==> config.mk <==
export PLATFORM = sky130hd
export DESIGN_NAME = rc_pwm_channel_decoder
export DESIGN_NICKNAME = d
export VERILOG_FILES = /design/src/hw/rtl/rpd_pkg.sv /design/src/hw/rtl/rpd_front.sv /design/src/hw/rtl/rpd_queue.sv /design/src/hw/rtl/rpd_back.sv /design/src/hw/rtl/rc_pwm_channel_decoder.sv
export SDC_FILE = /design/constraint.sdc
export NUM_CORES = 1
export LEC_CHECK = 0
export BUFFER_PORTS_ARGS = -buffer_cell sky130_fd_sc_hd__buf_2
export CORE_MARGIN = 8
export CORE_UTILIZATION = 35
export DETAILED_ROUTE_END_ITERATION = 12
export REMOVE_ABC_BUFFERS = 1
export SETUP_SLACK_MARGIN = 0.02
export SYNTH_ARGS = -nofsm -noshare
export SYNTH_HDL_FRONTEND = slang
export SYNTH_SLANG_ARGS = --single-unit
==> constraint.sdc <==
create_clock -name clk -period 8.6 [get_ports clk]
set_input_delay 1.29 -clock clk [delete_from_list [all_inputs] [get_ports clk]]
set_output_delay 1.29 -clock clk [all_outputs]
set_load 0.01 [all_outputs]
==> src/hw/rtl/rpd_pkg.sv <==
package rpd_pkg;

  typedef enum logic [1:0] {
    KIND_EDGE  = 2'd0,
    KIND_READ  = 2'd1,
    KIND_CLEAR = 2'd2
  } kind_t;

  typedef enum logic [1:0] {
    DIR_DEC  = 2'd0,
    DIR_MID  = 2'd1,
    DIR_INC  = 2'd2,
    DIR_LOSS = 2'd3
  } dir_t;

  typedef enum logic [2:0] {
    REG_PULSE_MIN      = 3'd0,
    REG_PULSE_MAX      = 3'd1,
    REG_PULSE_NEUTRAL  = 3'd2,
    REG_TOLERANCE_BAND = 3'd3,
    REG_LOSS_VALUE     = 3'd4
  } reg_idx_t;

  localparam int CFG_DATA_W = 16;
  localparam int BAND_W     = 10;

  localparam logic [15:0]       PULSE_MIN_RST      = 16'd1000;
  localparam logic [15:0]       PULSE_MAX_RST      = 16'd2000;
  localparam logic [15:0]       PULSE_NEUTRAL_RST  = 16'd1500;
  localparam logic [BAND_W-1:0] TOLERANCE_BAND_RST = 10'd50;
  localparam logic [15:0]       LOSS_VALUE_RST     = 16'd0;

  typedef struct packed {
    logic [15:0]       pulse_min;
    logic [15:0]       pulse_max;
    logic [15:0]       pulse_neutral;
    logic [BAND_W-1:0] band;
    logic [15:0]       loss_value;
  } cfg_t;

  // One read request as handed from the front to the back.
  typedef struct packed {
    logic [31:0] width;
    logic        fresh;
    logic        ch_ok;
  } req_t;

  typedef struct packed {
    logic full;
    logic valid;
  } q_status_t;

endpackage

==> src/hw/rtl/rpd_front.sv <==
module rpd_front #(
  parameter int CHANNELS = 3
) (
  input  logic          clk,
  input  logic          rst_n,
  input  logic          in_valid,
  output logic          in_stall,
  input  logic [1:0]    in_kind,
  input  logic [1:0]    in_channel,
  input  logic          in_level,
  input  logic [31:0]   in_time_us,
  input  rpd_pkg::q_status_t q_status,
  output logic          push,
  output rpd_pkg::req_t push_data
);
  import rpd_pkg::*;

  localparam int CH_W = (CHANNELS > 1) ? $clog2(CHANNELS) : 1;
  localparam int EXT_W = (CH_W > 2) ? CH_W : 2;

  logic [31:0]     rise_r  [CHANNELS];
  logic [31:0]     width_r [CHANNELS];
  logic [CHANNELS-1:0] fresh_r;

  logic [EXT_W-1:0] ch_ext;
  logic [CH_W-1:0]  ch_idx;
  logic             ch_ok;
  logic             accept;

  assign in_stall = q_status.full;
  assign accept   = in_valid && !in_stall;
  assign ch_ext   = EXT_W'(in_channel);
  assign ch_idx   = ch_ext[CH_W-1:0];
  assign ch_ok    = (32'(in_channel) < 32'(CHANNELS));

  assign push             = accept && (in_kind == KIND_READ);
  assign push_data.ch_ok  = ch_ok;
  assign push_data.width  = ch_ok ? width_r[ch_idx] : 32'd0;
  assign push_data.fresh  = ch_ok && fresh_r[ch_idx];

  always_ff @(posedge clk) begin
    if (!rst_n) begin
      for (int i = 0; i < CHANNELS; i++) begin
        rise_r[i]  <= 32'd0;
        width_r[i] <= 32'd0;
      end
      fresh_r <= '0;
    end else if (accept && ch_ok) begin
      case (in_kind)
        KIND_EDGE: begin
          if (in_level) begin
            rise_r[ch_idx] <= in_time_us;
          end else begin
            width_r[ch_idx] <= in_time_us - rise_r[ch_idx];
            rise_r[ch_idx]  <= 32'd0;
            fresh_r[ch_idx] <= 1'b1;
          end
        end
        KIND_READ, KIND_CLEAR: begin
          fresh_r[ch_idx] <= 1'b0;
        end
        default: begin
        end
      endcase
    end
  end

endmodule

==> src/hw/rtl/rpd_queue.sv <==
module rpd_queue (
  input  logic               clk,
  input  logic               rst_n,
  input  logic               push,
  input  rpd_pkg::req_t      push_data,
  input  logic               pop,
  output rpd_pkg::req_t      head,
  output rpd_pkg::q_status_t status
);
  import rpd_pkg::*;

  req_t        slot_r [2];
  logic        wr_ptr_r;
  logic        rd_ptr_r;
  logic [1:0]  count_r;
  logic        do_push;
  logic        do_pop;

  assign status.full  = (count_r == 2'd2);
  assign status.valid = (count_r != 2'd0);
  assign head         = slot_r[rd_ptr_r];
  assign do_push      = push && !status.full;
  assign do_pop       = pop && status.valid;

  always_ff @(posedge clk) begin
    if (do_push) begin
      slot_r[wr_ptr_r] <= push_data;
    end
  end

  always_ff @(posedge clk) begin
    if (!rst_n) begin
      wr_ptr_r <= 1'b0;
      rd_ptr_r <= 1'b0;
      count_r  <= 2'd0;
    end else begin
      if (do_push) begin
        wr_ptr_r <= !wr_ptr_r;
      end
      if (do_pop) begin
        rd_ptr_r <= !rd_ptr_r;
      end
      count_r <= count_r + 2'(do_push) - 2'(do_pop);
    end
  end

endmodule

==> src/hw/rtl/rpd_back.sv <==
module rpd_back (
  input  logic               clk,
  input  logic               rst_n,
  input  rpd_pkg::cfg_t      cfg,
  input  rpd_pkg::req_t      head,
  input  rpd_pkg::q_status_t q_status,
  output logic               pop,
  output logic               out_valid,
  input  logic               out_stall,
  output logic [15:0]        out_pulse_value,
  output logic [1:0]         out_direction,
  output logic               out_was_fresh
);
  import rpd_pkg::*;

  logic        valid_r;
  logic [15:0] value_r;
  logic [15:0] value_nxt;
  dir_t        dir_r;
  dir_t        dir_nxt;
  logic        fresh_r;

  logic [32:0] wb;
  logic [32:0] w_ext;
  logic [32:0] max_hi;
  logic [32:0] min_hi;
  logic [32:0] nt_hi;
  logic [32:0] max_ext;
  logic [32:0] min_ext;
  logic [32:0] nt_ext;
  logic        is_loss;
  logic        in_max;
  logic        in_min;
  logic        in_nt;

  // Lower bounds are tested as w + band >= centre, so they never go negative.
  assign w_ext   = {1'b0, head.width};
  assign wb      = w_ext + 33'(cfg.band);
  assign max_ext = 33'(cfg.pulse_max);
  assign min_ext = 33'(cfg.pulse_min);
  assign nt_ext  = 33'(cfg.pulse_neutral);
  assign max_hi  = max_ext + 33'(cfg.band);
  assign min_hi  = min_ext + 33'(cfg.band);
  assign nt_hi   = nt_ext + 33'(cfg.band);

  assign is_loss = !head.ch_ok || (w_ext > max_hi) || (wb < min_ext);
  assign in_max  = (wb >= max_ext) && (w_ext <= max_hi);
  assign in_min  = (wb >= min_ext) && (w_ext <= min_hi);
  assign in_nt   = (wb >= nt_ext) && (w_ext <= nt_hi);

  always_comb begin
    priority if (is_loss) begin
      value_nxt = cfg.loss_value;
      dir_nxt   = DIR_LOSS;
    end else if (in_max) begin
      value_nxt = cfg.pulse_max;
      dir_nxt   = DIR_INC;
    end else if (in_min) begin
      value_nxt = cfg.pulse_min;
      dir_nxt   = DIR_DEC;
    end else if (in_nt) begin
      value_nxt = cfg.pulse_neutral;
      dir_nxt   = DIR_MID;
    end else begin
      value_nxt = head.width[15:0];
      dir_nxt   = (w_ext > nt_ext) ? DIR_INC : DIR_DEC;
    end
  end

  assign pop = q_status.valid && (!valid_r || !out_stall);

  always_ff @(posedge clk) begin
    if (!rst_n) begin
      valid_r <= 1'b0;
    end else if (!valid_r || !out_stall) begin
      valid_r <= q_status.valid;
    end
  end

  always_ff @(posedge clk) begin
    if (pop) begin
      value_r <= value_nxt;
      dir_r   <= dir_nxt;
      fresh_r <= head.fresh;
    end
  end

  assign out_valid       = valid_r;
  assign out_pulse_value = value_r;
  assign out_direction   = dir_r;
  assign out_was_fresh   = fresh_r;

endmodule

==> src/hw/rtl/rc_pwm_channel_decoder.sv <==
// An accepted read word is written into the queue and then registered in the output stage.
// One word of any kind (edge, clear or read) is accepted per cycle while the queue is not full (in_stall low).
// A two-word queue between the channel state and the classifier absorbs output stalls.
// Reset is synchronous and active low: it clears all channel timestamps, widths
// and fresh flags, empties the queue and restores the default configuration.
module rc_pwm_channel_decoder #(
  parameter int CHANNELS = 3
) (
  input  logic        clk,
  input  logic        rst_n,
  input  logic        cfg_we,
  input  logic [2:0]  cfg_index,
  input  logic [15:0] cfg_wdata,
  input  logic        in_valid,
  output logic        in_stall,
  input  logic [1:0]  in_kind,
  input  logic [1:0]  in_channel,
  input  logic        in_level,
  input  logic [31:0] in_time_us,
  output logic        out_valid,
  input  logic        out_stall,
  output logic [15:0] out_pulse_value,
  output logic [1:0]  out_direction,
  output logic        out_was_fresh
);
  import rpd_pkg::*;

  cfg_t      cfg_r;
  req_t      push_data;
  req_t      head;
  q_status_t q_status;
  logic      push;
  logic      pop;

  always_ff @(posedge clk) begin
    if (!rst_n) begin
      cfg_r.pulse_min     <= PULSE_MIN_RST;
      cfg_r.pulse_max     <= PULSE_MAX_RST;
      cfg_r.pulse_neutral <= PULSE_NEUTRAL_RST;
      cfg_r.band          <= TOLERANCE_BAND_RST;
      cfg_r.loss_value    <= LOSS_VALUE_RST;
    end else if (cfg_we) begin
      case (cfg_index)
        REG_PULSE_MIN:      cfg_r.pulse_min     <= cfg_wdata;
        REG_PULSE_MAX:      cfg_r.pulse_max     <= cfg_wdata;
        REG_PULSE_NEUTRAL:  cfg_r.pulse_neutral <= cfg_wdata;
        REG_TOLERANCE_BAND: cfg_r.band          <= cfg_wdata[BAND_W-1:0];
        REG_LOSS_VALUE:     cfg_r.loss_value    <= cfg_wdata;
        default: begin
        end
      endcase
    end
  end

  rpd_front #(
    .CHANNELS(CHANNELS)
  ) u_front (
    .clk        (clk),
    .rst_n      (rst_n),
    .in_valid   (in_valid),
    .in_stall   (in_stall),
    .in_kind    (in_kind),
    .in_channel (in_channel),
    .in_level   (in_level),
    .in_time_us (in_time_us),
    .q_status   (q_status),
    .push       (push),
    .push_data  (push_data)
  );

  rpd_queue u_queue (
    .clk       (clk),
    .rst_n     (rst_n),
    .push      (push),
    .push_data (push_data),
    .pop       (pop),
    .head      (head),
    .status    (q_status)
  );

  rpd_back u_back (
    .clk             (clk),
    .rst_n           (rst_n),
    .cfg             (cfg_r),
    .head            (head),
    .q_status        (q_status),
    .pop             (pop),
    .out_valid       (out_valid),
    .out_stall       (out_stall),
    .out_pulse_value (out_pulse_value),
    .out_direction   (out_direction),
    .out_was_fresh   (out_was_fresh)
  );

  a_full_has_data: assert property (@(posedge clk) disable iff (!rst_n)
    q_status.full |-> q_status.valid)
    else $error("queue full while empty");

  a_read_queued: assert property (@(posedge clk) disable iff (!rst_n)
    (in_valid && !in_stall && in_kind == KIND_READ) |=> q_status.valid || out_valid)
    else $error("accepted read word lost");

  a_no_spurious_out: assert property (@(posedge clk) disable iff (!rst_n)
    (!out_valid && !q_status.valid) |=> !out_valid)
    else $error("output word without queued request");

  a_reset_idle: assert property (@(posedge clk)
    !rst_n |=> !out_valid && !in_stall)
    else $error("block not idle after reset");

endmodule

# [Yosys cells after proc, flatten, opt, wreduce, memory -nomap -nowiden]
# Memories as Yosys holds them, arrays and structs flattened. A register that Yosys moved wholly into a read port is not among the register bits.
# Cells that the tools add are included.
[word_totals] register_bits=101 ram_bits=260 inputBits=61 out_inout_bits=21 word_cells=119 memories=3
[memory_table] memory="u_front.rise_r" depth=3 word_bits=32 read_ports=1 rd_ports_with_merged_regs=0 wr=3 line_no="rpd_front.sv:21" rtl="logic [31:0] rise_r [CHANNELS];"
[memory_table] memory="u_front.width_r" depth=3 word_bits=32 read_ports=1 rd_ports_with_merged_regs=0 wr=3 line_no="rpd_front.sv:22" rtl="logic [31:0] width_r [CHANNELS];"
[memory_table] memory="u_queue.slot_r" depth=2 word_bits=34 read_ports=1 rd_ports_with_merged_regs=1 wr=1 line_no="rpd_queue.sv:12" rtl="req_t slot_r [2];"
[classes] n_addsub=7 n_lt_le_gt_ge=12 n_eq_ne=8 n_mux=37 bitwise_logic=4 n_reduce_logical=34
[ops] operator="32-bit 2-to-1 mux" count=4
[ops] operator="33-bit by 16-bit greater-or-equal comparator with 1-bit output" count=3
[ops] operator="32-bit by 33-bit <= comparator with 1-bit output" count=3
[ops] operator="16-bit 2-to-1 mux" count=4
[ops] operator="32-bit OR reduction" count=2
[ops] operator="16-bit by 10-bit adder with 17-bit output" count=3
[ops] operator="32-bit by 10-bit adder with 33-bit output" count=1
[ops] operator="32-bit by 33-bit > comparator with 1-bit output" count=1
[ops] operator="33-bit by 16-bit < comparator with 1-bit output" count=1
[ops] operator="32-bit by 16-bit > comparator with 1-bit output" count=1
[ops] operator="32-bit subtractor" count=1
[ops] operator="1-bit 2-to-1 mux" count=20
[ops] operator="1-bit logical AND" count=11
[ops] operator="2-bit 2-to-1 mux" count=5
[ops] operator="2-bit AND reduction" count=5
[ops] operator="3-bit by 2-bit equality test with 1-bit output, second input constant" count=2
[ops] operator="1-bit logical NOT" count=6
[ops] operator="3-bit case mux with 2 select lines" count=1
[ops] operator="2-bit equality test, second input constant" count=2
[ops] operator="2-bit nonzero test" count=2
[ops] operator="2-bit OR reduction" count=2
[ops] operator="3-bit AND" count=1
[ops] operator="3-bit by 1-bit equality test with 1-bit output, second input constant" count=1
[ops] operator="3-bit equality test, second input constant" count=1
[ops] operator="17 further kinds" count=19

# [Depth between registers and ports, before layout]
[depth] ltp_word=10 mapped_depth=31 ltp_nobuf=24

# [Hierarchy]
# A second synthesis with hierarchy kept.
[hier_totals] hier_cells=2209 area_unflattened_um2=23652.7
[by_module_without_submodules] module="rpd_front" n_inst=1 cells_per_inst=1004 area_per_inst_um2=11592.4 seq_area_each_um2=6786.5
[by_module_without_submodules] module="rpd_back" n_inst=1 cells_per_inst=799 area_per_inst_um2=6357.3 seq_area_each_um2=590.6
[by_module_without_submodules] module="rc_pwm_channel_decoder" n_inst=1 cells_per_inst=274 area_per_inst_um2=2860.2 seq_area_each_um2=1481.4
[by_module_without_submodules] module="rpd_queue" n_inst=1 cells_per_inst=132 area_per_inst_um2=2842.7 seq_area_each_um2=2142.1

# [Worst setup path after synthesis]
# OpenSTA, ideal clock, no wires.
[synth_timing] path_type="flip-flop to flip-flop" startpoint="register (tool-made name)" endpoint="register u_back.value_r[10], in the netlist u_back.out_pulse_value[10], data pin" setup_time_ns=0.259 arrival_time_ns=5.948 required_time_ns=8.341 slack_ns=2.393 stages_incl_launch_ff=31 n_path_buf=8 synth_period_minus_slack_ns=6.207 cell_sequence="dfxtp_1 > buf_6 > buf_2 > buf_2 > buf_1 > clkbuf_1 > buf_1 > mux2_2 > ha_1 > o21ai_0 > nor2_1 > o21a_1 > nor2_1 > o21bai_1 > a21oi_1 > o21bai_1 > a21oi_1 > xnor2_1 > ha_1 > and3_1 > o2111ai_1 > a21oi_1 > a2111oi_0 > o21ai_0 > a31o_2 > nand2b_1 > and2_1 > clkbuf_1 > buf_2 > o22ai_1 > nor3_1"
[synth_lines] element="to (signal assigned)" line_no="rpd_back.sv:82" rtl="value_r <= value_nxt;"
[synth_lines] element="to (decl)" line_no="rpd_back.sv:17" rtl="logic [15:0] value_r;"

==> results summary <==
The run finished with clean final reports. Across the VDD grid, the largest voltage drop is 0.000159 V. The summed negative setup slack over all endpoints is 0 ns.

The cell area after placement came out at 24300 um^2. In this run the clock root is driven by a sky130_fd_sc_hd__clkbuf_16. The share of the Yosys chip area taken by registers is 0.482. The number of antenna diodes in the final layout is 0.

Clock-pin slew was measured on the worst setup and hold paths at 0.06 ns. Of the cells placed in the final design, the portion with a size suffix greater than 1 is 0.114. The number of cells produced by synthesis is 2197. The path class of the tightest hold or removal check is flip-flop to flip-flop. From synthesis to final layout, the design area changed by 12.9%. The number of buffers added on ports is 81. The shortest period the worst path allows is 6.07 ns. The number of gates resized after CTS was 0. Sorting the synthesized cells by area gives the leading types as sky130_fd_sc_hd__edfxtp_1 41%, sky130_fd_sc_hd__ha_1 10%, sky130_fd_sc_hd__dfxtp_1 7.3%. The number of sinks handled by clock tree synthesis came out at 394. The most used flip-flop cell after synthesis is sky130_fd_sc_hd__edfxtp_1. For the worst setup path, the data required time is 8.93 ns.

The number of fill cells in the layout came out at 6218. The share of synthesized area in the top cell type comes to 0.409. The fraction of registers with async set/reset came out at 0. The power density over the cells is 213 nW/um^2. The synthesized-area fraction occupied by adder cells is 0.108. The post-route clock period utilization came out at 0.706. In this run, post-CTS hold repair placed 0 buffers. The overall die width came out at 271 um. The number of antenna violations at the first check in global routing came out at 0. Of the total power, combinational logic draws 0.228. The synthesized design spends more area on one cell type than any other, namely sky130_fd_sc_hd__edfxtp_1. Buffers inserted during clock tree synthesis total 44.

The tightest hold margin came out at 0.471 ns. The placed wire-length estimate after detailed placement is 43300 um. The number of top-level pins is 82. The total setup buffers inserted after CTS is 0.

The count of different cell masters after synthesis came out at 78. After synthesis, the largest family of logic cells by area is simple AND/OR/NAND/NOR gates. The final weighted congestion in routability-driven placement is 0.910. The standard-cell row count came out at 93. Dividing the detail-routed wire length by the instance count gives 18.8 um. The count of pins over their slew limit came to 0. The simple-gate portion of the synthesized area came out at 0.147.

The number of synthesized register bits is 394. The number of antenna-violating nets in the routed design came out at 0. The worst setup path is captured at a flip-flop.

The global route total overflow is 0. The relative contribution of sequential cells to total power is 0.407. The synthesized-area fraction occupied by ao, oa, aoi and oai cells came out at 0.121. Leaving out fill and tap cells, the most frequent cells in the layout are 311 x sky130_fd_sc_hd__edfxtp_1, 259 x sky130_fd_sc_hd__nand2_1, 250 x sky130_fd_sc_hd__nor2_1, 190 x sky130_fd_sc_hd__ha_1, 157 x sky130_fd_sc_hd__inv_1. By startpoint and endpoint, the worst setup path is classified as flip-flop to flip-flop. The initial standard-cell utilization of the core came out at 0.354. The synthesized design contains 311 enable-type register cells.

The maximum number of buffers from clock root to sink is 3. The switching portion of total power came out at 0.295. The clock tree synthesis step divided the H-tree into 2 levels. The wire length of the first global-routing pass is 94000 um. The largest fanout on the critical path is 63.

The die is 271 um tall. At the end of the flow the core is filled with cells to 0.400. Entering global routing, the biggest net connects 82 pins. The synthesized area per cell is 10.4 um^2. The netlist area before placement is 22800 um^2.

The sum of routed wire length over all layers came out at 59900 um. The clock share of power came out at 0.365. The total global-route track usage came out at 0.159.

The startpoint type of the worst setup path is a flip-flop. The placeable core area is 64500 um^2. The total power of the final layout is 5.49 mW. Of the post-synthesis cell area, the part taken by muxes is 0.0681. TritonCTS built the clock tree. The DRC violations left came out at 0. The routed layout has 16500 vias. Setup repair after global routing left no endpoint under its margin. The net count reported at finish came out at 2544. The internal power component came out at 3.87 mW. The count of final hold-check violations is 0. The DRC marker count from the first detailed-route iteration is 1197. The via count normalized by instance count came out at 5.20.

Data on the critical path arrives at its endpoint at 6.40 ns. The first TritonRoute pass finished after 5 iterations. Summed over all nets, the switching power comes to 1.62 mW.

The parity-gate share of the synthesized area counting xor and xnor cells came out at 0.0326. Summed over all cells, the static leakage comes to 10.4 nW. Setup violations remaining at the end of the flow were counted as 0. For the final database, setup skew stands at 0.0211 ns. The most common cell after layout, fill and taps aside is sky130_fd_sc_hd__edfxtp_1. The number of maximum-capacitance constraint violations came out at 0. The source-to-sink clock delay at the later pin of the worst-skew pair is 0.58 ns. Measured against its own limit, the worst slew margin works out to 0.299.

The die area is 73700 um^2. The via count of the first global-routing pass came out at 16800. The maximum clock frequency is 0.165 GHz. The measured slew at the worst slew-check pin came out at 1.05 ns.

Once layout is done, the placed cells without fillers occupy 25800 um^2. For this run, the number of Yosys warnings is 0.
-- Yosys cell counts, drive strengths merged (5+ instances only) --
library cell	n
nand3b	8
nand4	24
nand3	32
a21boi	58
o211ai	26
nand2b	21
a211o	5
or2	12
buf	16
o21a	16
a21oi	86
inv	157
mux2	20
o22ai	21
a211oi	11
dfxtp	83
fa	5
clkbuf	71
and2	23
a2111oi	5
or3	12
o21bai	16
o21ai	94
o2111ai	6
xor2	26
a21o	45
mux2i	61
nor2b	18
o31ai	5
and3	12
nor4	7
ha	190
nand2	263
xnor2	59
mux4	32
edfxtp	311
nor3	39
nor2	262
-- stage by stage --
step,worst slack [ns],std cells
after global placement,2.58,3097
after global routing,2.06,3178
final,2.53,3178
after detailed placement,2.53,3097
after floorplan,2.35,2141
after CTS,2.50,3178
-- cells by family after synthesis --
family / count (synthesis)
xor+xnor: 85
flops: 394
compound gates: 421
other cells: 1
mux: 113
buf+inv: 244
fa+ha+maj: 195
simple gates: 744
-- registers in the layout, summed over array words and instances, names as in the netlist, named ones only --
register,flops
u_back.out_direction,2
cfg_r,74
u_queue.count_r,2
u_back.out_valid,1
u_front.rise_r,128
u_queue.rd_ptr_r,1
u_queue.wr_ptr_r,1
u_front.width_r,96
u_back.out_was_fresh,1
u_queue.slot_r,68
u_back.out_pulse_value,16
-- critical path, stage by stage (launching register included) --
cell and delay [ns]:
sky130_fd_sc_hd__dfxtp_2 0.35, sky130_fd_sc_hd__buf_4 0.52, sky130_fd_sc_hd__mux2_2 0.51, sky130_fd_sc_hd__ha_1 0.42, sky130_fd_sc_hd__nand2_1 0.12, sky130_fd_sc_hd__nor4_1 0.59, sky130_fd_sc_hd__or3_1 0.30, sky130_fd_sc_hd__nand2_1 0.13
sky130_fd_sc_hd__nor3_1 0.24, sky130_fd_sc_hd__xnor2_1 0.29, sky130_fd_sc_hd__ha_1 0.37, sky130_fd_sc_hd__and3_1 0.19, sky130_fd_sc_hd__nand4_1 0.09, sky130_fd_sc_hd__o21ai_0 0.10, sky130_fd_sc_hd__a211o_1 0.33, sky130_fd_sc_hd__inv_1 0.09
sky130_fd_sc_hd__nand2_2 0.07, sky130_fd_sc_hd__or3_1 0.80, sky130_fd_sc_hd__nor2_1 0.23, sky130_fd_sc_hd__nor3_1 0.07
-- per-layer routing --
layer | part of all wire | vias up | track usage
met4 | 0.023 | 0 | 0.0433
met3 | 0.050 | 95 | 0.0216
met5 | 0 | - | 0
met1 | 0.45 | 8031 | 0.210
met2 | 0.48 | 385 | 0.271
li1 | - | 8016 | -
-- worst paths after layout --
check	startpoint	end	slack (ns)	cells after the start
worst max register to register	flip-flop	u_back.out_pulse_value[1]	2.53	19
worst max-delay path	flip-flop	u_back.out_pulse_value[1]	2.53	19
worst min-delay path	cfg_r[3]	cfg_r[3]	0.47	2
worst min register to register	cfg_r[3]	cfg_r[3]	0.47	2
-- final cells by class --
class / instances / area [um^2] / area share
tap: 855 / 1070 / 0.0415
timing repair buffer: 101 / 561 / 0.0217
sequential: 394 / 11000 / 0.426
clock inverter: 29 / 403 / 0.0156
inverter: 157 / 589 / 0.0228
multi-input combinational: 1590 / 11000 / 0.428
clock buffer: 52 / 1130 / 0.0438
-- power by group through the flow --
stage	Sequential, mW	Combinational [mW]	Clock [mW]
4_1_cts	2.24	1.26	2.05
2_1_floorplan	2.30	0.814	0
3_5_place_dp	2.28	1.26	0
6_report	2.23	1.25	2.00
5_1_grt	2.25	1.41	2.12
3_3_place_gp	2.27	1.23	0
No activity file was read; power rests on OpenSTA's default activity.
